--- src/rtl/ssrb_pkg.sv ---
`timescale 1ns / 1ps
`default_nettype none
// ----------------------------------------------------------------------------
// ssrb_pkg
// shared constants, sequencer states and control struct of the spaced sample
// ring buffer
// ----------------------------------------------------------------------------
package ssrb_pkg;

    localparam int DEPTH   = 64;
    localparam int IDX_W   = $clog2(DEPTH);
    localparam int SAMP_W  = 16;
    localparam int VEC_W   = 3 * SAMP_W;
    localparam int PAY_W   = 3 * VEC_W;
    localparam int ENT_W   = 6;

    localparam logic [IDX_W-1:0]  LAST_IDX        = IDX_W'(DEPTH - 1);
    localparam logic [SAMP_W-1:0] SPACING_RST_VAL = 16'd256;

    localparam logic FUNC_INSERT = 1'b0;
    localparam logic FUNC_REMOVE = 1'b1;

    typedef enum logic [2:0] {
        ST_IDLE,
        ST_SCAN,
        ST_WRITE,
        ST_READ,
        ST_POP
    } state_t;

    typedef struct packed {
        logic             cap;
        logic             ram_we;
        logic [IDX_W-1:0] ram_waddr;
        logic [IDX_W-1:0] ram_raddr;
        logic             res_vld;
        logic             res_ok;
        logic             res_pop;
        logic [IDX_W-1:0] res_entries;
    } ctrl_t;

endpackage
`default_nettype wire

--- src/rtl/ssrb_ctrl.sv ---
`timescale 1ns / 1ps
`default_nettype none
// ----------------------------------------------------------------------------
// ssrb_ctrl
// sequencer and ring pointers: scan, write, read and pop steps
// ----------------------------------------------------------------------------
module ssrb_ctrl (
    input  wire logic            clk,
    input  wire logic            rst_n,
    input  wire logic            start,
    input  wire logic            func,
    input  wire logic            close,
    output logic                 busy,
    output ssrb_pkg::ctrl_t      ctrl
);

    ssrb_pkg::state_t state_reg, state_next;

    logic [ssrb_pkg::IDX_W-1:0] head_reg, head_next;
    logic [ssrb_pkg::IDX_W-1:0] tail_reg, tail_next;
    logic [ssrb_pkg::IDX_W-1:0] count_reg, count_next;
    logic [ssrb_pkg::IDX_W-1:0] ptr_reg, ptr_next;
    logic [ssrb_pkg::IDX_W-1:0] iss_reg, iss_next;
    logic [ssrb_pkg::IDX_W-1:0] chk_reg, chk_next;
    logic                       dvld_reg, dvld_next;

    logic                       issue;
    logic                       last_chk;

    function automatic logic [ssrb_pkg::IDX_W-1:0] wrap_inc(
        input logic [ssrb_pkg::IDX_W-1:0] i
    );
        return (i == ssrb_pkg::LAST_IDX) ? '0 : i + 1'b1;
    endfunction

    assign issue    = (iss_reg != count_reg);
    assign last_chk = (chk_reg == count_reg - 1'b1);

    always_ff @(posedge clk or negedge rst_n)
    begin
        if (!rst_n)
        begin
            state_reg <= ssrb_pkg::ST_IDLE;
            head_reg  <= '0;
            tail_reg  <= '0;
            count_reg <= '0;
            ptr_reg   <= '0;
            iss_reg   <= '0;
            chk_reg   <= '0;
            dvld_reg  <= 1'b0;
        end
        else
        begin
            state_reg <= state_next;
            head_reg  <= head_next;
            tail_reg  <= tail_next;
            count_reg <= count_next;
            ptr_reg   <= ptr_next;
            iss_reg   <= iss_next;
            chk_reg   <= chk_next;
            dvld_reg  <= dvld_next;
        end
    end

    // next state
    always_comb
    begin
        state_next = state_reg;
        unique case (state_reg)
            ssrb_pkg::ST_IDLE:
            begin
                if (start)
                begin
                    if (func == ssrb_pkg::FUNC_REMOVE)
                    begin
                        state_next = (count_reg == '0) ? ssrb_pkg::ST_IDLE
                                                       : ssrb_pkg::ST_READ;
                    end
                    else
                    begin
                        state_next = (count_reg == '0) ? ssrb_pkg::ST_WRITE
                                                       : ssrb_pkg::ST_SCAN;
                    end
                end
            end
            ssrb_pkg::ST_SCAN:
            begin
                if (dvld_reg)
                begin
                    if (close)
                    begin
                        state_next = ssrb_pkg::ST_IDLE;
                    end
                    else if (last_chk)
                    begin
                        state_next = ssrb_pkg::ST_WRITE;
                    end
                end
            end
            ssrb_pkg::ST_WRITE: state_next = ssrb_pkg::ST_IDLE;
            ssrb_pkg::ST_READ:  state_next = ssrb_pkg::ST_POP;
            ssrb_pkg::ST_POP:   state_next = ssrb_pkg::ST_IDLE;
            default:            state_next = ssrb_pkg::ST_IDLE;
        endcase
    end

    // outputs and pointer updates
    always_comb
    begin
        head_next  = head_reg;
        tail_next  = tail_reg;
        count_next = count_reg;
        ptr_next   = ptr_reg;
        iss_next   = iss_reg;
        chk_next   = chk_reg;
        dvld_next  = 1'b0;
        busy       = 1'b1;

        ctrl             = '0;
        ctrl.ram_waddr   = head_reg;
        ctrl.ram_raddr   = ptr_reg;
        ctrl.res_entries = count_reg;

        unique case (state_reg)
            ssrb_pkg::ST_IDLE:
            begin
                busy = 1'b0;
                if (start)
                begin
                    ctrl.cap = 1'b1;
                    ptr_next = tail_reg;
                    iss_next = '0;
                    chk_next = '0;
                    // remove from an empty ring answers at once
                    if (func == ssrb_pkg::FUNC_REMOVE && count_reg == '0)
                    begin
                        ctrl.res_vld = 1'b1;
                    end
                end
            end
            ssrb_pkg::ST_SCAN:
            begin
                if (issue)
                begin
                    ptr_next  = wrap_inc(ptr_reg);
                    iss_next  = iss_reg + 1'b1;
                    dvld_next = 1'b1;
                end
                if (dvld_reg)
                begin
                    chk_next = chk_reg + 1'b1;
                    if (close)
                    begin
                        ctrl.res_vld = 1'b1;
                    end
                end
            end
            ssrb_pkg::ST_WRITE:
            begin
                ctrl.ram_we  = 1'b1;
                ctrl.res_vld = 1'b1;
                ctrl.res_ok  = 1'b1;
                head_next    = wrap_inc(head_reg);
                if (count_reg == ssrb_pkg::LAST_IDX)
                begin
                    // full: oldest entry drops out, count stays
                    tail_next = wrap_inc(tail_reg);
                end
                else
                begin
                    count_next       = count_reg + 1'b1;
                    ctrl.res_entries = count_reg + 1'b1;
                end
            end
            ssrb_pkg::ST_READ:
            begin
            end
            ssrb_pkg::ST_POP:
            begin
                ctrl.res_vld     = 1'b1;
                ctrl.res_ok      = 1'b1;
                ctrl.res_pop     = 1'b1;
                ctrl.res_entries = count_reg - 1'b1;
                tail_next        = wrap_inc(tail_reg);
                count_next       = count_reg - 1'b1;
            end
            default:
            begin
            end
        endcase
    end

endmodule
`default_nettype wire

--- config.mk ---
export PLATFORM = sky130hd
export DESIGN_NAME = ssrb_ctrl
export DESIGN_NICKNAME = d
export VERILOG_FILES = /design/src/rtl/ssrb_pkg.sv /design/src/rtl/ssrb_ctrl.sv
export SDC_FILE = /design/constraint.sdc
export NUM_CORES = 1
export LEC_CHECK = 0
export BUFFER_PORTS_ARGS = -buffer_cell sky130_fd_sc_hd__buf_2
export CORE_MARGIN = 4
export CORE_UTILIZATION = 26
export CTS_CLUSTER_SIZE = 16
export DETAILED_ROUTE_END_ITERATION = 16
export GPL_TIMING_DRIVEN = 0
export PLACE_DENSITY = 0.41
export REMOVE_ABC_BUFFERS = 1
export SYNTH_ARGS = -nofsm -noshare
export SYNTH_HDL_FRONTEND = slang
export SYNTH_SLANG_ARGS = --single-unit
--- constraint.sdc ---
create_clock -name clk -period 4 [get_ports clk]
set_input_delay 0.4 -clock clk [delete_from_list [all_inputs] [get_ports clk]]
set_output_delay 0.4 -clock clk [all_outputs]
set_load 0.01 [all_outputs]
==> results of run 1 <==
[worst paths after layout]
| check | endpoint | startpoint | slack, ps |
|---|---|---|---|
| max | ctrl[2] | state_reg[0] | 1190 |
| min | head_reg[4] | rst_n | 240 |
| max reg2reg | tail_reg[5] | state_reg[0] | 1640 |
| min reg2reg | head_reg[4] | head_reg[4] | 500 |
| max in group asynchronous | tail_reg[3] | rst_n | 3170 |
| min in group clk | state_reg[0] | close | 410 |
[cells by family after synthesis]
kind of cell / after synthesis
DFF: 40
AOI/OAI and AO/OA: 71
xor gates and xnor gates: 25
and+or+nand+nor: 94
buffers and inverters: 22
muxes: 4
adders and majority gates: 9
[synthesized netlist by cell type (3+ instances only)]
| cell type | n |
|---|---|
| inv_1 | 6 |
| dfrtp_1 | 40 |
| buf_2 | 7 |
| xor2_1 | 15 |
| o21ai_1 | 4 |
| ha_1 | 9 |
| o21ai_0 | 19 |
| nor2_1 | 17 |
| a31oi_1 | 7 |
| nand2_1 | 28 |
| a21oi_1 | 14 |
| nand4_1 | 4 |
| and3_1 | 6 |
| clkbuf_1 | 3 |
| xnor2_1 | 10 |
| nor3_1 | 4 |
| nand3_1 | 19 |
[area by class of cell]
| type | count | area, um^2 | share of cell area, % |
|---|---|---|---|
| Clock buffer | 7 | 96.3 | 3.47 |
| Clock inverter | 1 | 30.0 | 1.08 |
| Inverter | 9 | 35.0 | 1.26 |
| Multi-Input combinational cell | 203 | 1340 | 48.2 |
| Sequential cell | 40 | 1000 | 36.0 |
| Tap cell | 111 | 139 | 5.00 |
| Timing Repair Buffer | 28 | 140 | 5.04 |
[layout by cell type (no fill, tap or decap), types with 2 or more instances in the layout]
master / Yosys / layout
nand4_1: 4 / 4
a31oi_1: 7 / 7
nor2_1: 17 / 17
clkbuf_8: 0 / 7
or3b_1: 2 / 2
mux2_2: 2 / 2
a22oi_1: 2 / 2
ha_1: 9 / 9
nor3_1: 4 / 4
xnor2_1: 10 / 10
nand2_1: 28 / 28
nand3_1: 19 / 19
a21oi_2: 2 / 2
buf_2: 7 / 28
a211oi_1: 2 / 2
a311oi_1: 2 / 2
dfrtp_1: 40 / 40
xor2_1: 15 / 15
a21oi_1: 14 / 14
inv_1: 6 / 6
o21ai_1: 4 / 4
o21ai_0: 19 / 19
inv_2: 2 / 2
and3_1: 6 / 6
[critical path, cell delays in order, from the launching register on]
cell     delay [ps]
dfrtp_1         550
or3b_1          630
nand2_1         310
o21ai_0         140
nor2_1          140
xor2_1          180
buf_2           160
[report_power, final]
part / total [mW] / leakage (nW) / internal [mW] / switching, mW
logic: 0.927 / 0.694 / 0.375 / 0.552
registers: 0.751 / 0.528 / 0.527 / 0.224
clock network: 0.376 / 0.0645 / 0.221 / 0.156
total: 2.05 / 1.29 / 1.12 / 0.932
[per-layer routing]
metal | part of all wire, % | up-vias | GRT usage [%] | routed length [um]
li1 | - | 997 | - | -
met1 | 50 | 955 | 16.6 | 3040
met2 | 46 | 27 | 18.2 | 2830
met3 | 2.9 | 7 | 2.59 | 178
met4 | 1.3 | 0 | 3.47 | 79
met5 | 0 | - | 0 | 0
[per-stage QoR]
stage	util, %	setup WS, ps
2_1_floorplan	-	1860
3_3_place_gp	28.9	1470
3_5_place_dp	28.9	1500
4_1_cts	30.2	1190
5_1_grt	30.2	1050
6_report	30.2	1190
==> metrics.txt, run 1 <==
Power Density roughly 740 mW/mm^2; Synth Area in XOR/XNOR between 8 and 9%; cells after synthesis roughly 270; Slew Viols, Final 0; vias in the first global route 1877; clock skew 7.58 ps; initial antenna violation count 0; clock sink total 40; Post-CTS Setup Inserts 0; relative slew slack between 20% and 30%; root buffer cell clkbuf_8; CTS buffer count 5; Setup-failing EPs final 0; critical path type flop to primary output; Syn Area/Cell 9.25 um^2; worst hold slack between 200 and 250 ps; clk slew on worst S/H paths 90 ps; cell area after layout between 0.002 and 0.003 mm^2; area leader, netlist dfrtp_1; status completed; worst vdd ir roughly 0.00028 V; pin count of the biggest net entering global routing just over 40; dominant cells by area after synthesis dfrtp_1, xor2_1, ha_1; complex-gate fraction of the synthesized area around a fifth; Area growth syn-to-layout 13.4%; largest family of logic cells by synthesized area simple AND/OR/NAND/NOR gates; clock latency on the worst-skew pair ~300 ps; crit start category flop; crit share post-route 70.1%; Least-Margin Pin Slew roughly 1100 ps; placed insts 391; post-synthesis mux area share under 10%; Seq/Total Area, Yosys 40.8%; FILL cells about 990; height of the die 105 um; adder and majority cell fraction of the synthesized area 4.59%; initial core utilization a little over a quarter; Worst Path Max Fanout 16; Post-DRT Antenna Nets 0; first-pass GRT wire length roughly 10000 um; WL/cell between 15 and 20 um; # hold bufs at CTS 0; asr flop ratio synth 100%; DR pass1 iterations 4; DRC errors left 0; Post-Syn Area around 0.0025 mm^2; cells on worst reg2reg path 6; FP Rows 35; P_leak around 1.3 nW; total gr overflow 0; Worst Setup End Kind primary output; min-delay worst type primary input to async pin; Simple-Gate Fraction of Synth Area between 20% and 30%; # diodes 0; Ys Warns 0; total power between 2 and 2.5 mW; Tot GR Track Use a little under an eighth; RSZ-0062 raised after global routing false; final hold violation count 0; CORE AREA a little over 0.009 mm^2; f_max roughly 360 MHz; Yosys top cell area share 40.8%; GPL Wtd Cong 0.765; Seq cells post-synth 40; Max Buffers Root-to-Sink 2; die span in x between 100 and 150 um; dpl hpwl 4340 um; post-route insts no fill ~400; # IOs 29; crit path time final between 2000 and 3000 ps; WP data required ~3600 ps; vias per cell approximately 5.0; CTS tree yes; ys flop type dfrtp_1; port bufs 28; number of flops mapped to enable cells by yosys 0; die area ~0.011 mm^2; layout cells sized above 1 between 10% and 20%; post-synth cell types 62; WP data arrival ~2400 ps; Detailed Route Iter0 Violations 66; vias post-DR 1986; DP Area ~0.0027 mm^2; setup_tns 0 ps; PostCTS Resize Cnt 0; WL final 6130 um; Nets about 300; max-cap viol count 0; H-tree depth 2
No activity file was read; power rests on OpenSTA's default activity.
==> run 2: changes to the inputs <==
Settings changed: ABC_AREA set to 1, PLACE_DENSITY 0.41 to 0.42.
Clock period 4 ns to 2.4 ns, I/O delays scaled along.
==> run 2 against run 1 <==
Synthesized cell count is 26% higher. Clock-buffer cell count is 2 lower. Critical path type unchanged. Utilization rose by 0.92 points. Largest power group unchanged. Sequential share of layout area shrank 1.5 points.
==> metrics.txt, run 2 <==
die span in x 106 um (+1.3%); initial antenna violation count 0 (unchanged); Worst Path Max Fanout 5 (-11); critical path type flop to primary output; clock skew 9.51 ps (+1.94 ps); Post-Syn Area 0.00252 mm^2 (+2.9%); WL final 6290 um (+2.7%); Synth top cells by count nand2_1, dfrtp_1, inv_1; critical path's slowest cell dfrtp_2; Tot GR Track Use 11.7% (-0.10 points); # diodes 0 (unchanged); ys flop type dfrtp_1; cells after synthesis 333 (+26%); CTS buffer count 5 (unchanged); CORE AREA 0.00933 mm^2 (+1.4%); dpl hpwl 4700 um (+8.2%); setup_tns 0 ps (unchanged); crit path time final approximately 2200 ps; WP data required 2160 ps (-1440 ps); WP data arrival 1970 ps (-440 ps); status completed; Detailed Route Iter0 Violations 96 (+45%); DP Area 0.00279 mm^2 (+5.0%); count leader, synth nand2_1; Top delay family on crit path simple AND/OR/NAND/NOR gates; relative slew slack 35.3% (+6.7 points); Seq cells post-synth 40 (unchanged); post-synth cell types 36 (-42%); critical-path cell list ha_1 -> nand3_1 -> nor2_2 -> nand2_1 -> a31oi_1 -> o21ai_0 -> o211ai_1 -> buf_2; pin count of the biggest net entering global routing 41 (unchanged); first-pass GRT wire length 10700 um (+3.1%); Yosys top cell area share 39.7% (-1.2 points); NetSw 1.60 mW (+71%); Seq/Total Area, Yosys 39.7% (-1.2 points); f_max between 400 and 500 MHz; logic gate share of total power 49.5% (+4.4 points); Slew Viols, Final 0 (unchanged); port bufs 28 (unchanged); crit path launch count_reg[1]; clock group share of total power 17.1% (-1.2 points); crit share post-route between 90 and 100%; post-route insts no fill 493 (+24%); commonest non-fill, non-tap cell in the layout nand2_1; # IOs 29 (unchanged); Setup-failing EPs final 0 (unchanged); Syn Area/Cell 7.57 um^2 (-18%); cell area after layout 0.00291 mm^2 (+4.5%); clock latency on the worst-skew pair 300 ps (about the same); clock sink total 40 (unchanged); min-delay worst type primary input to async pin; DRC errors left 0 (unchanged); Post-DRT Antenna Nets 0 (unchanged); asr flop ratio synth 100% (unchanged); P_leak 1.43 nW (+11%); Sw Share 47.6% (+2.2 points); Worst Setup End Kind primary output; initial core utilization 27.0% (+0.39 points); DR pass1 iterations 4 (unchanged); peak per-stage delay on the critical path 430 ps (-200 ps); worst hold slack 95.7 ps (-149 ps); placed insts 485 (+24%); Post-CTS Setup Inserts 0 (unchanged); crit start category flop; r2r startpoint state_reg[1]; RSZ-0062 raised after global routing false; FP Rows 35 (unchanged); Nets 377 (+25%); GPL Wtd Cong 0.799 (+4.5%); most frequent cells in the layout nand2_1, dfrtp_1, inv_1, nand3_1; total gr overflow 0 (unchanged); Max Buffers Root-to-Sink 2 (unchanged); layout cells sized above 1 18.7% (+0.28 points); Area growth syn-to-layout 15.2%; cell-internal power 1.76 mW (+57%); vias post-DR 2211 (+11%); max-cap viol count 0 (unchanged); height of the die 106 um (+1.3%); Ys Warns 0 (unchanged); # hold bufs at CTS 0 (unchanged); vias per cell 4.48 (-9.9%); Power Density 1150 mW/mm^2 (+56%); worst vdd ir 0.000360 V (+28%); number of flops mapped to enable cells by yosys 0 (unchanged); area leader, netlist dfrtp_1; WL/cell 12.8 um (-17%); CTS tree yes; Worst Path Buf+Inv 1 (unchanged); H-tree depth 2 (unchanged); root buffer cell clkbuf_8; dominant cells by area after synthesis dfrtp_1, nand2_1, nand3_1; Least-Margin Pin Slew 971 ps (-95.1 ps); PostCTS Resize Cnt 0 (unchanged); vias in the first global route 2131 (+14%); die area 0.0113 mm^2 (+2.7%); Seq pwr share 33.4% (-3.2 points); clk slew on worst S/H paths 90 ps (about the same); final hold violation count 0 (unchanged)
-- run 2: changes by cell type after synthesis, moves of 4 or more --
cell     change
nor3_1       +4
inv_2        +7
buf_2        -4
nand3_1     +10
inv_1       +26
xnor2_1      -6
o21ai_0      -8
nand2_1     +64
and3_1       -6
a31oi_1      -6
nor2_1      +11
-- run 2: layer usage --
layer	track usage [%]	part of all wire, %	up-vias
li1	-	-	1136
met3	2.31	3.8	5
met4	3.65	1.5	0
met5	0	0	-
met1	16.4	51	1036
met2	18.2	44	34
-- run 2: area by class of cell --
cell class                      instances  area [um^2]
Inverter                               42          160
Clock inverter                          3         42.5
Timing Repair Buffer                   28          140
Multi-Input combinational cell        246         1330
Fill cell                            1002         6420
Clock buffer                            5         68.8
Sequential cell                        40         1000
Tap cell                              129          161
-- run 2: cells by family after synthesis --
| family | count (synthesis) | synth area share (%) |
|---|---|---|
| AO/OA/AOI/OAI | 45 | 10.9 |
| XOR/XNOR | 16 | 5.56 |
| adder cells (fa/ha/maj) | 9 | 4.46 |
| buffers and inverters | 47 | 7.84 |
| flip-flops | 40 | 39.7 |
| multiplexers | 1 | 0.397 |
| AND/OR/NAND/NOR | 175 | 31.2 |
-- run 2: worst paths after layout --
| check | end | depth (start not counted) | slack [ps] |
|---|---|---|---|
| hold reg to reg | tail_reg[4] | 1 | 500 |
| setup / recovery | ctrl[2] | 8 | 190 |
| max in group asynchronous | count_reg[0] | 1 | 1630 |
| setup reg to reg | iss_reg[5] | 5 | 320 |
| min in group clk | state_reg[1] | 4 | 240 |
| hold / removal | ptr_reg[1] | 1 | 100 |
-- run 2: power groups by stage --
stage	registers [mW]	clock network [mW]	logic [mW]
5_1_grt	1.15	0.626	1.91
3_5_place_dp	1.13	0	1.69
2_1_floorplan	1.09	0	1.19
4_1_cts	1.12	0.595	1.69
6_report	1.12	0.573	1.66
3_3_place_gp	1.13	0	1.68
-- run 2: through the flow --
stage / setup slack, ps / utilization, % / power [mW]
after floorplan: 706 / - / 2.28
after global placement: 260 / 29.9 / 2.81
after detailed placement: 256 / 29.9 / 2.81
after CTS: 40.4 / 31.1 / 3.41
after global routing: 28.8 / 31.1 / 3.69
final: 189 / 31.1 / 3.35
