`config.mk`:
```
export PLATFORM = sky130hd
export DESIGN_NAME = ssrb_dist
export DESIGN_NICKNAME = d
export VERILOG_FILES = /design/src/rtl/ssrb_pkg.sv /design/src/rtl/ssrb_dist.sv
export SDC_FILE = /design/constraint.sdc
export NUM_CORES = 1
export LEC_CHECK = 0
export ABC_CLOCK_PERIOD_IN_PS = 3800
export BUFFER_PORTS_ARGS = -buffer_cell sky130_fd_sc_hd__buf_2
export CAP_MARGIN = 20
export CORE_UTILIZATION = 51
export DETAILED_ROUTE_END_ITERATION = 12
export PLACE_DENSITY = 0.81
export SLEW_MARGIN = 20
export SYNTH_ARGS = -nofsm -noshare
export SYNTH_HDL_FRONTEND = slang
export SYNTH_SLANG_ARGS = --single-unit
export TNS_END_PERCENT = 100
```
`constraint.sdc`:
```
create_clock -name vclk -period 3.8
set_clock_uncertainty 0.15 [all_clocks]
set_input_delay 0.19 -clock vclk [all_inputs]
set_output_delay 0.19 -clock vclk [all_outputs]
set_load 0.005 [all_outputs]
```
`src/rtl/ssrb_pkg.sv`:
```
`timescale 1ns / 1ps
`default_nettype none
// ----------------------------------------------------------------------------
// ssrb_pkg
// shared constants, sequencer states and control struct of the spaced sample
// ring buffer
// ----------------------------------------------------------------------------
package ssrb_pkg;

    localparam int DEPTH   = 64;
    localparam int IDX_W   = $clog2(DEPTH);
    localparam int SAMP_W  = 16;
    localparam int VEC_W   = 3 * SAMP_W;
    localparam int PAY_W   = 3 * VEC_W;
    localparam int ENT_W   = 6;

    localparam logic [IDX_W-1:0]  LAST_IDX        = IDX_W'(DEPTH - 1);
    localparam logic [SAMP_W-1:0] SPACING_RST_VAL = 16'd256;

    localparam logic FUNC_INSERT = 1'b0;
    localparam logic FUNC_REMOVE = 1'b1;

    typedef enum logic [2:0] {
        ST_IDLE,
        ST_SCAN,
        ST_WRITE,
        ST_READ,
        ST_POP
    } state_t;

    typedef struct packed {
        logic             cap;
        logic             ram_we;
        logic [IDX_W-1:0] ram_waddr;
        logic [IDX_W-1:0] ram_raddr;
        logic             res_vld;
        logic             res_ok;
        logic             res_pop;
        logic [IDX_W-1:0] res_entries;
    } ctrl_t;

endpackage
`default_nettype wire

```
`src/rtl/ssrb_dist.sv`:
```
`timescale 1ns / 1ps
`default_nettype none
// ----------------------------------------------------------------------------
// ssrb_dist
// shared distance unit: flags a stored temperature closer than the spacing
// ----------------------------------------------------------------------------
module ssrb_dist (
    input  wire logic signed [ssrb_pkg::SAMP_W-1:0] temp_a,
    input  wire logic signed [ssrb_pkg::SAMP_W-1:0] temp_b,
    input  wire logic        [ssrb_pkg::SAMP_W-1:0] spacing,
    output logic                                    close
);

    logic signed [ssrb_pkg::SAMP_W:0] diff;
    logic        [ssrb_pkg::SAMP_W:0] mag;

    always_comb
    begin
        diff  = (ssrb_pkg::SAMP_W+1)'(temp_a) - (ssrb_pkg::SAMP_W+1)'(temp_b);
        // magnitude never exceeds 16 bits, top bit kept for the compare
        mag   = diff[ssrb_pkg::SAMP_W] ? (ssrb_pkg::SAMP_W+1)'(-diff)
                                       : (ssrb_pkg::SAMP_W+1)'(diff);
        close = mag < {1'b0, spacing};
    end

endmodule
`default_nettype wire

```
==> results_tabular.tex, run 1 <==
\begin{tabular}{lr}
\hline
Metric & Value \\
\hline
\multicolumn{2}{l}{\textbf{Pwr}} \\
Overall power after layout & $\sim$580 µW \\
Power per Cell Area & between 200 and 250 mW/mm² \\
Leakage Power & about 0.0013 µW \\
Combinational power share & 100.0\% \\
Sw Pwr & roughly 280 µW \\
Internal power & 299 µW \\
Peak supply drop & between 0.00009 and 0.0001 V \\
Switching part of the total & $\sim$49\% \\
Clock network fraction of total power & 0\% \\
Sequential Power Share & 0\% \\
\multicolumn{2}{l}{\textbf{Job}} \\
Max cap viols & 0 \\
\multicolumn{2}{l}{\textbf{Finish}} \\
Layout cells sized above 1 & between 40\% and 50\% \\
Final sequential cell count & 0 \\
Clock Buffer Count & 0 \\
Most frequent cells in the layout & buf\_4, buf\_2, inv\_1, ha\_1, nand2\_1 \\
Post-layout nets & 413 \\
Relative area change from synthesis to final layout & 41.7\% \\
Most common library cell in the layout ignoring fill and taps & buf\_4 \\
Area taken by flip-flops and latches & 0 µm² \\
Ant. Diodes & 0 \\
Share of the core filled with cells & between 70\% and 80\% \\
\multicolumn{2}{l}{\textbf{Routing}} \\
Wirelength, routed & just over 4 mm \\
DR WL/cell & 10.9 µm \\
Post-detailed-route via-to-cell ratio & between 5 and 6 \\
Remaining antenna violation count & 0 \\
Routed vias & 1934 \\
DRC errors left & 0 \\
Drt pass-1 iters & 5 \\
Iteration-0 DRC count of the detailed router & 57 \\
\multicolumn{2}{l}{\textbf{Die}} \\
I/O pin cnt & 49 \\
Die area & 0.00380 mm² \\
Std cell rows & 21 \\
Core Box Area & roughly 0.0034 mm² \\
Die Y & $\sim$62 µm \\
Effective utilization at floorplan & between 50\% and 60\% \\
Die extent in x & around 60 µm \\
\multicolumn{2}{l}{\textbf{STA}} \\
Final number of setup-violating endpoints & 1 \\
Worst Slack Setup Final & -0.235 ns \\
Count of final hold-check violations & 0 \\
Fin crit share & 106\% \\
Transition time at the pin with the least slew margin & 0.486 ns \\
Max frequency & 248 MHz \\
Number of pins with negative max-slew slack in the final report & 0 \\
Unrepaired setup endpoints after global routing & true \\
Final Critical Period & slightly above 4 ns \\
Remaining max-slew budget at the tightest pin & roughly two thirds \\
\multicolumn{2}{l}{\textbf{Logic synthesis}} \\
Combined area of all synthesized cells & between 0.0015 and 0.002 mm² \\
Post-synth cell types & slightly below 60 \\
Gate count of the mapped netlist & approximately 240 \\
Most area-hungry cell type in the Yosys netlist & ha\_1 \\
Synth top area share & 22.1\% \\
Sequential cell area fraction in the yosys report & 0\% \\
Cell types with the largest area share after synthesis & ha\_1, inv\_1, xnor2\_1, xor2\_1, a21oi\_1 \\
YS warnings & 0 \\
Avg Cell Area, Syn & 7.62 µm² \\
Net Count, Synth & around 320 \\
\multicolumn{2}{l}{\textbf{Run status}} \\
Status & complete, but fails checks \\
Violations in the final reports & setup timing \\
\multicolumn{2}{l}{\textbf{Worst hold path}} \\
Capture endpoint of the worst hold path & close \\
Hold/Removal Path Class & in -> out \\
Worst hold start & spacing[15] \\
Number of cells traversed by the worst hold path & 6 \\
\multicolumn{2}{l}{\textbf{Worst setup path}} \\
Cell family with the largest share of critical-path delay & compound AO/OA/AOI/OAI gates \\
Startpoint types & primary input \\
Buffers and inverters on the worst path & 3 \\
Cell Chain, Critical Path & buf\_8 > inv\_12 > ha\_4 > fa\_2 > nor2b\_4 > o2111ai\_4 > nand4\_4 > a221oi\_4 > o21bai\_1 > a21oi\_2 > nor2b\_2 > xnor2\_1 > ha\_1 > a21o\_1 > a21o\_1 > a21oi\_2 > nand2\_1 > o211ai\_1 > a21oi\_1 > or2\_4 > a41oi\_2 > buf\_2 \\
Classification of the worst setup path & in -> out \\
Nature of the critical path endpoint & output pin \\
Critical path fanouts, max & 5 \\
Critical-path cell with the highest stage delay & a221oi\_4 \\
Data arrival, critical path & $\sim$3.7 ns \\
Largest incremental delay on the critical path & between 0.2 and 0.3 ns \\
Data required time of the critical path & roughly 3.5 ns \\
\multicolumn{2}{l}{\textbf{GRT}} \\
Total overflow reported by the global router & 0 \\
Antenna violations before repair & 0 \\
Via count of the first global-routing pass & about 1.7k \\
First-pass GRT wire length & around 6.9 mm \\
Pin count of the biggest net entering global routing & 12 \\
GRT Overall Usage & a little under a quarter \\
\multicolumn{2}{l}{\textbf{Placed design}} \\
HPWL after DPL & 3.37 mm \\
PortBufs & just under 50 \\
Final weighted congestion in routability-driven placement & about 0.8 \\
\hline
\end{tabular}
[area by class of cell]
class                           instances  area [µm²]
Inverter                               38         155
Tap cell                               46        57.6
Fill cell                             249         792
Timing Repair Buffer                   98         633
Multi-Input combinational cell        194        1730
[worst max path at each step]
stage                   start  cells past startpoint  slack (ns)    end
floorplan           temp_a[0]                     21       -0.07  close
global placement    temp_a[0]                     22       -0.28  close
detailed placement  temp_a[0]                     23       -0.41  close
CTS                 temp_a[0]                     23       -0.20  close
global route        temp_a[0]                     23       -0.47  close
finish              temp_a[0]                     22       -0.23  close
[timing repair]
item                       4_1_cts  5_1_grt
resized for setup               13        4
pin swaps                       16        2
hold buffers                     0        0
buffers inserted                 1        0
setup endpoints to repair        1        1
[stage by stage]
stage          instance area (µm²)  setup slack (ns)  TNS [ns]  std cells  hold slack, ns
2_1_floorplan                 1910           -0.0749   -0.0749        238           0.524
3_3_place_gp                  2490            -0.284    -0.284        375           0.756
3_5_place_dp                  2490            -0.415    -0.415        375           0.755
4_1_cts                       2560            -0.197    -0.197        376           0.764
5_1_grt                       2570            -0.467    -0.467        376           0.792
6_report                      2570            -0.235    -0.235        376           0.760
[cells by family (layout without fill, tap and decap cells)]
kind of cell	count (synthesis)	count (layout)	share of synthesized area (%)
AO/OA/AOI/OAI	67	67	29.7
adder cells (fa/ha/maj)	33	33	23.2
XOR/XNOR	25	25	12.5
AND/OR/NAND/NOR	67	67	22.0
buffers and inverters	44	136	11.6
multiplexers	2	2	1.10
[synthesized netlist by cell type (3+ instances only)]
master   count
inv_1       38
ha_1        32
nand2_1     22
a21oi_1     17
xnor2_1     14
nor2_1      13
xor2_1      10
o21ai_1      9
a21o_1       8
nor2b_1      6
nand4_1      4
o21ai_0      4
nand3_1      3
nor3_1       3
o21a_1       3
[routing by layer]
layer | track usage, % | up-vias | wire, µm
met5 | 0 | - | 0
met4 | 0.635 | 0 | 13
met3 | 0.210 | 2 | 83
met2 | 43.2 | 38 | 2090
met1 | 30.5 | 868 | 1930
li1 | - | 1026 | -
[power by group through the flow]
stage          Combinational (µW)  Sequential, µW  Clock, µW
3_3_place_gp                  533               0          0
2_1_floorplan                 393               0          0
3_5_place_dp                  553               0          0
5_1_grt                       650               0          0
4_1_cts                       572               0          0
6_report                      583               0          0
[tightest hold or removal path: stages]
cell	delay (ns)
buf_2	0.09
inv_1	0.04
ha_1	0.13
or2_4	0.11
a41oi_2	0.03
buf_2	0.11
Note: power is estimated with default switching activity, not from simulation.
==> run 2: changes to the inputs <==
ABC_CLOCK_PERIOD_IN_PS = 5100   (was 3800)
CORE_UTILIZATION = 61   (was 51)
PLACE_DENSITY = 0.91   (was 0.81)
clock period = 5.1 ns   (was 3.8 ns; I/O delays follow)
==> run 2 against run 1 <==
Compared with the run above: the run now ends clean; final cell count is 17% lower; global-route usage is 1.8 points lower; combinational power is 42% lower; first-iteration DRC count is 70% lower; highest routed layer is now met3.
==> results_tabular.tex, run 2 (synthesized netlist as in run 1, its figures left out) <==
\begin{tabular}{lr}
\hline
Metric & Value \\
\hline
\multicolumn{2}{l}{\textbf{Clock tree}} \\
Gates resized, CTS repair & 0 \\
Hold bufs inserted after CTS & 0 \\
Number of buffers inserted by post-CTS setup repair & 0 \\
\multicolumn{2}{l}{\textbf{Finish}} \\
Share of the core filled with cells & between 70\% and 80\% \\
Relative area change from synthesis to final layout & 12.3\% \\
Area used by multi-input combinational logic & about 0.0016 mm² \\
Layout cells sized above 1 & 24.8\% \\
Post-layout nets & 365 \\
Ant. Diodes & 0 \\
Area taken by flip-flops and latches & 0 µm² \\
Most common library cell in the layout ignoring fill and taps & buf\_2 \\
Filler cell count & between 200 and 250 \\
Final sequential cell count & 0 \\
Most frequent cells in the layout & buf\_2, inv\_1, ha\_1, nand2\_1, a21oi\_1 \\
Clock Buffer Count & 0 \\
\multicolumn{2}{l}{\textbf{Routing}} \\
Post-detailed-route via-to-cell ratio & 5.49 \\
Iteration-0 DRC count of the detailed router & 17 \\
DR WL/cell & between 10 and 15 µm \\
Routed vias & $\sim$1.7k \\
Drt pass-1 iters & 4 \\
DRC errors left & 0 \\
Remaining antenna violation count & 0 \\
Wirelength, routed & between 3 and 4 mm \\
\multicolumn{2}{l}{\textbf{STA}} \\
Max frequency & between 200 and 250 MHz \\
Final number of setup-violating endpoints & 0 \\
Worst hold-check slack & between 0.8 and 0.9 ns \\
Setup TNS Final & 0 ns \\
Remaining max-slew budget at the tightest pin & about 63\% \\
Final Critical Period & roughly 4.6 ns \\
Count of final hold-check violations & 0 \\
Transition time at the pin with the least slew margin & roughly 0.54 ns \\
Unrepaired setup endpoints after global routing & false \\
Number of pins with negative max-slew slack in the final report & 0 \\
Fin crit share & 90.8\% \\
\multicolumn{2}{l}{\textbf{Placed design}} \\
PortBufs & about 50 \\
Final weighted congestion in routability-driven placement & roughly 0.83 \\
HPWL after DPL & just under 3 mm \\
\multicolumn{2}{l}{\textbf{Worst setup path}} \\
Largest incremental delay on the critical path & around 0.4 ns \\
Data required time of the critical path & approximately 4.7 ns \\
Startpoint types & primary input \\
Data arrival, critical path & about 4.2 ns \\
Critical-path cell with the highest stage delay & a21oi\_2 \\
Classification of the worst setup path & in -> out \\
Nature of the critical path endpoint & output pin \\
Critical path fanouts, max & 12 \\
Cell Chain, Critical Path & buf\_2 > inv\_1 > ha\_1 > fa\_1 > nor2b\_4 > o2111ai\_2 > nand4\_4 > a221oi\_4 > o21bai\_1 > a21oi\_2 > nand2\_1 > xnor2\_1 > ha\_1 > a21o\_1 > a21o\_1 > a21oi\_1 > nand2\_1 > o211ai\_1 > a21oi\_1 > or2\_2 > a41oi\_1 > buf\_2 \\
Source of the critical timing path & temp\_a[0] \\
\multicolumn{2}{l}{\textbf{Die}} \\
Std cell rows & 19 \\
Die Y & 56.5 µm \\
Die extent in x & about 57 µm \\
Effective utilization at floorplan & 65.2\% \\
Die area & around 0.0032 mm² \\
Core Box Area & approximately 0.0028 mm² \\
I/O pin cnt & 49 \\
\multicolumn{2}{l}{\textbf{Pwr}} \\
Power per Cell Area & approximately 170 mW/mm² \\
Peak supply drop & roughly 0.00013 V \\
Leakage Power & 0.00107 µW \\
\multicolumn{2}{l}{\textbf{GRT}} \\
Total overflow reported by the global router & 0 \\
Pin count of the biggest net entering global routing & 13 \\
Antenna violations before repair & 0 \\
GRT Overall Usage & 21.1\% \\
Via count of the first global-routing pass & 1532 \\
First-pass GRT wire length & roughly 5.8 mm \\
\multicolumn{2}{l}{\textbf{Run status}} \\
Status & completed \\
\multicolumn{2}{l}{\textbf{Job}} \\
Max cap viols & 0 \\
\multicolumn{2}{l}{\textbf{Worst hold path}} \\
Worst hold start & spacing[15] \\
Hold/Removal Path Class & in -> out \\
\hline
\end{tabular}
## run 2: final timing paths
path,endpoint,slack (ns),depth (start not counted)
setup / recovery,close,0.47,22
hold / removal,close,0.87,6
## run 2: cell type report
cell class / instances / area share, %
well taps: 31 / 1.90
multi-input cells: 194 / 78.7
inverters: 38 / 7.00
repair buffers: 50 / 12.4
## run 2: metal layers
layer  wire, µm  track usage [%]  share of wire, %  vias to the layer above
met2       1630             42.0                49                       31
li1           -                -                 -                      927
met4          0                0                 0                        0
met1       1610             26.5                48                      761
met3         80                0               2.4                        0
met5          0                0                 0                        -
## run 2: stage by stage
stage / total power, µW / area (µm²) / std cells / setup slack, ns
5_1_grt: 375 / 2040 / 313 / 0.178
3_5_place_dp: 336 / 2040 / 313 / 0.471
3_3_place_gp: 326 / 2040 / 313 / 0.563
6_report: 337 / 2040 / 313 / 0.471
2_1_floorplan: 276 / 1810 / 238 / 0.920
4_1_cts: 338 / 2040 / 313 / 0.449
## run 2: worst max-delay path, delay by kind of cell
kind                     cells  cell delay (ns)
AO/OA/AOI/OAI               10             2.07
XOR/XNOR                     1             0.16
adder cells (fa/ha/maj)      3             0.74
buffers and inverters        3             0.29
AND/OR/NAND/NOR              5             0.70
## run 2: power by group
part	switching (µW)	internal [µW]	total, µW
Combinational	178	158	337
Clock	0	0	0
Sequential	0	0	0
Total	178	158	337
==> run 3: changes to the inputs <==
CELL_PAD_IN_SITES_DETAIL_PLACEMENT = 1   (was not set)
CELL_PAD_IN_SITES_GLOBAL_PLACEMENT = 1   (was not set)
CORE_UTILIZATION = 44   (was 61)
PLACE_DENSITY = not set   (was 0.91)
PLACE_DENSITY_LB_ADDON = 0.1   (was not set)
==> run 3 against run 2 <==
Compared with the run above: combinational power increased by 3%; final cell count increased by 5.4%; critical path depth unchanged; hold slack improved by 0.012 ns; first-iteration DRC count increased by 35%; routed wire length increased by 19%; clock-buffer cell count unchanged; sequential share of layout area unchanged; via count increased by 0.41%; total power increased by 2.9%.
==> results_tabular.tex, run 3 (synthesized netlist as in run 1, its figures left out) <==
\begin{tabular}{lr}
\hline
Metric & Value \\
\hline
\multicolumn{2}{l}{\textbf{Run status}} \\
Status & completed \\
\multicolumn{2}{l}{\textbf{Clock tree}} \\
Hold bufs inserted after CTS & 0 \\
Number of buffers inserted by post-CTS setup repair & 0 \\
Gates resized, CTS repair & 0 \\
\multicolumn{2}{l}{\textbf{Job}} \\
Max cap viols & 0 \\
\multicolumn{2}{l}{\textbf{Pwr}} \\
Combinational power share & between 90\% and 100\% \\
Internal power & around 160 µW \\
Power per Cell Area & 168 mW/mm² \\
Clock network fraction of total power & 0\% \\
Sequential Power Share & 0\% \\
Overall power after layout & 347 µW \\
Peak supply drop & approximately 0.000058 V \\
Switching part of the total & between 50\% and 60\% \\
Leakage Power & 0.00107 µW \\
Sw Pwr & approximately 190 µW \\
\multicolumn{2}{l}{\textbf{STA}} \\
Fin crit share & 92.2\% \\
Unrepaired setup endpoints after global routing & false \\
Final Critical Period & $\sim$4.7 ns \\
Final number of setup-violating endpoints & 0 \\
Setup TNS Final & 0 ns \\
Worst Slack Setup Final & $\sim$0.40 ns \\
Count of final hold-check violations & 0 \\
Remaining max-slew budget at the tightest pin & 65.7\% \\
Max frequency & approximately 210 MHz \\
Number of pins with negative max-slew slack in the final report & 0 \\
Transition time at the pin with the least slew margin & between 0.5 and 0.6 ns \\
\multicolumn{2}{l}{\textbf{Worst hold path}} \\
Hold/Removal Path Class & in -> out \\
Worst hold start & spacing[15] \\
\multicolumn{2}{l}{\textbf{Finish}} \\
Final non-filler cell area & 0.00206 mm² \\
Relative area change from synthesis to final layout & 13.5\% \\
Post-layout nets & 365 \\
Area taken by flip-flops and latches & 0 µm² \\
Ant. Diodes & 0 \\
Final sequential cell count & 0 \\
Clock Buffer Count & 0 \\
Most frequent cells in the layout & buf\_2, inv\_1, ha\_1, nand2\_1, a21oi\_1 \\
Cell Count, Final, Fillers Out & 330 \\
Most common library cell in the layout ignoring fill and taps & buf\_2 \\
Layout cells sized above 1 & 24.8\% \\
\multicolumn{2}{l}{\textbf{Die}} \\
Die Y & between 60 and 70 µm \\
I/O pin cnt & just under 50 \\
Die area & around 0.0044 mm² \\
Std cell rows & 22 \\
Effective utilization at floorplan & $\sim$48\% \\
Core Box Area & 0.00380 mm² \\
Die extent in x & between 60 and 70 µm \\
\multicolumn{2}{l}{\textbf{Routing}} \\
DRC errors left & 0 \\
Iteration-0 DRC count of the detailed router & 23 \\
DR WL/cell & 12.0 µm \\
Drt pass-1 iters & 3 \\
Routed vias & roughly 1.7k \\
Wirelength, routed & about 4 mm \\
Post-detailed-route via-to-cell ratio & $\sim$5.2 \\
Remaining antenna violation count & 0 \\
\multicolumn{2}{l}{\textbf{Worst setup path}} \\
Classification of the worst setup path & in -> out \\
Buffers and inverters on the worst path & 3 \\
Data required time of the critical path & $\sim$4.7 ns \\
Data arrival, critical path & between 4 and 5 ns \\
Startpoint types & primary input \\
Source of the critical timing path & temp\_a[0] \\
Largest incremental delay on the critical path & around 0.42 ns \\
Critical-path cell with the highest stage delay & a21oi\_2 \\
Cell Chain, Critical Path & buf\_2 > inv\_1 > ha\_1 > fa\_1 > nor2b\_4 > o2111ai\_2 > nand4\_4 > a221oi\_4 > o21bai\_1 > a21oi\_2 > nor2b\_1 > xnor2\_1 > ha\_1 > a21o\_1 > a21o\_1 > a21oi\_1 > nand2\_1 > o211ai\_1 > a21oi\_1 > or2\_2 > a41oi\_1 > buf\_2 \\
Cell family with the largest share of critical-path delay & compound AO/OA/AOI/OAI gates \\
Critical path fanouts, max & 13 \\
Nature of the critical path endpoint & output pin \\
\multicolumn{2}{l}{\textbf{GRT}} \\
Total overflow reported by the global router & 0 \\
Antenna violations before repair & 0 \\
First-pass GRT wire length & between 6 and 7 mm \\
GRT Overall Usage & 19.1\% \\
Pin count of the biggest net entering global routing & 14 \\
Via count of the first global-routing pass & roughly 1.6k \\
\multicolumn{2}{l}{\textbf{Placed design}} \\
Placed Area & around 0.002 mm² \\
Post-placement cell count & 330 \\
PortBufs & 49 \\
Final weighted congestion in routability-driven placement & approximately 0.80 \\
Post-Place Setup Slack & 0.340 ns \\
HPWL after DPL & about 3.5 mm \\
\hline
\end{tabular}
run 3: cell counts in the layout (fill, tap and decap cells not counted):
No cell type changed its count.
run 3: final cells by class:
cell class | instances | area, µm²
fillers | 515 | 1740
multi-input cells | 194 | 1600
repair buffers | 50 | 253
inverters | 38 | 143
well taps | 48 | 60.1
run 3: final timing paths:
check / endpoint / cells after the start
min: close / 6
max: close / 22
run 3: power groups by stage:
stage / sequential (µW) / clock [µW] / combinational (µW)
floorplan: 0 / 0 / 276
global placement: 0 / 0 / 335
detailed placement: 0 / 0 / 350
CTS: 0 / 0 / 351
global route: 0 / 0 / 395
finish: 0 / 0 / 347
run 3: through the flow:
stage	util [%]	hold slack [ns]
finish	54.2	0.883
global route	54.2	0.939
CTS	54.2	0.895
detailed placement	54.2	0.890
global placement	54.2	0.873
floorplan	-	0.644
run 3: routing by layer:
metal  share of wire, %  track usage, %  wire [µm]
met4                  0               0          0
met2                 46            34.6       1830
met1                 52            26.6       2050
met5                  0               0          0
met3                2.0               0         80
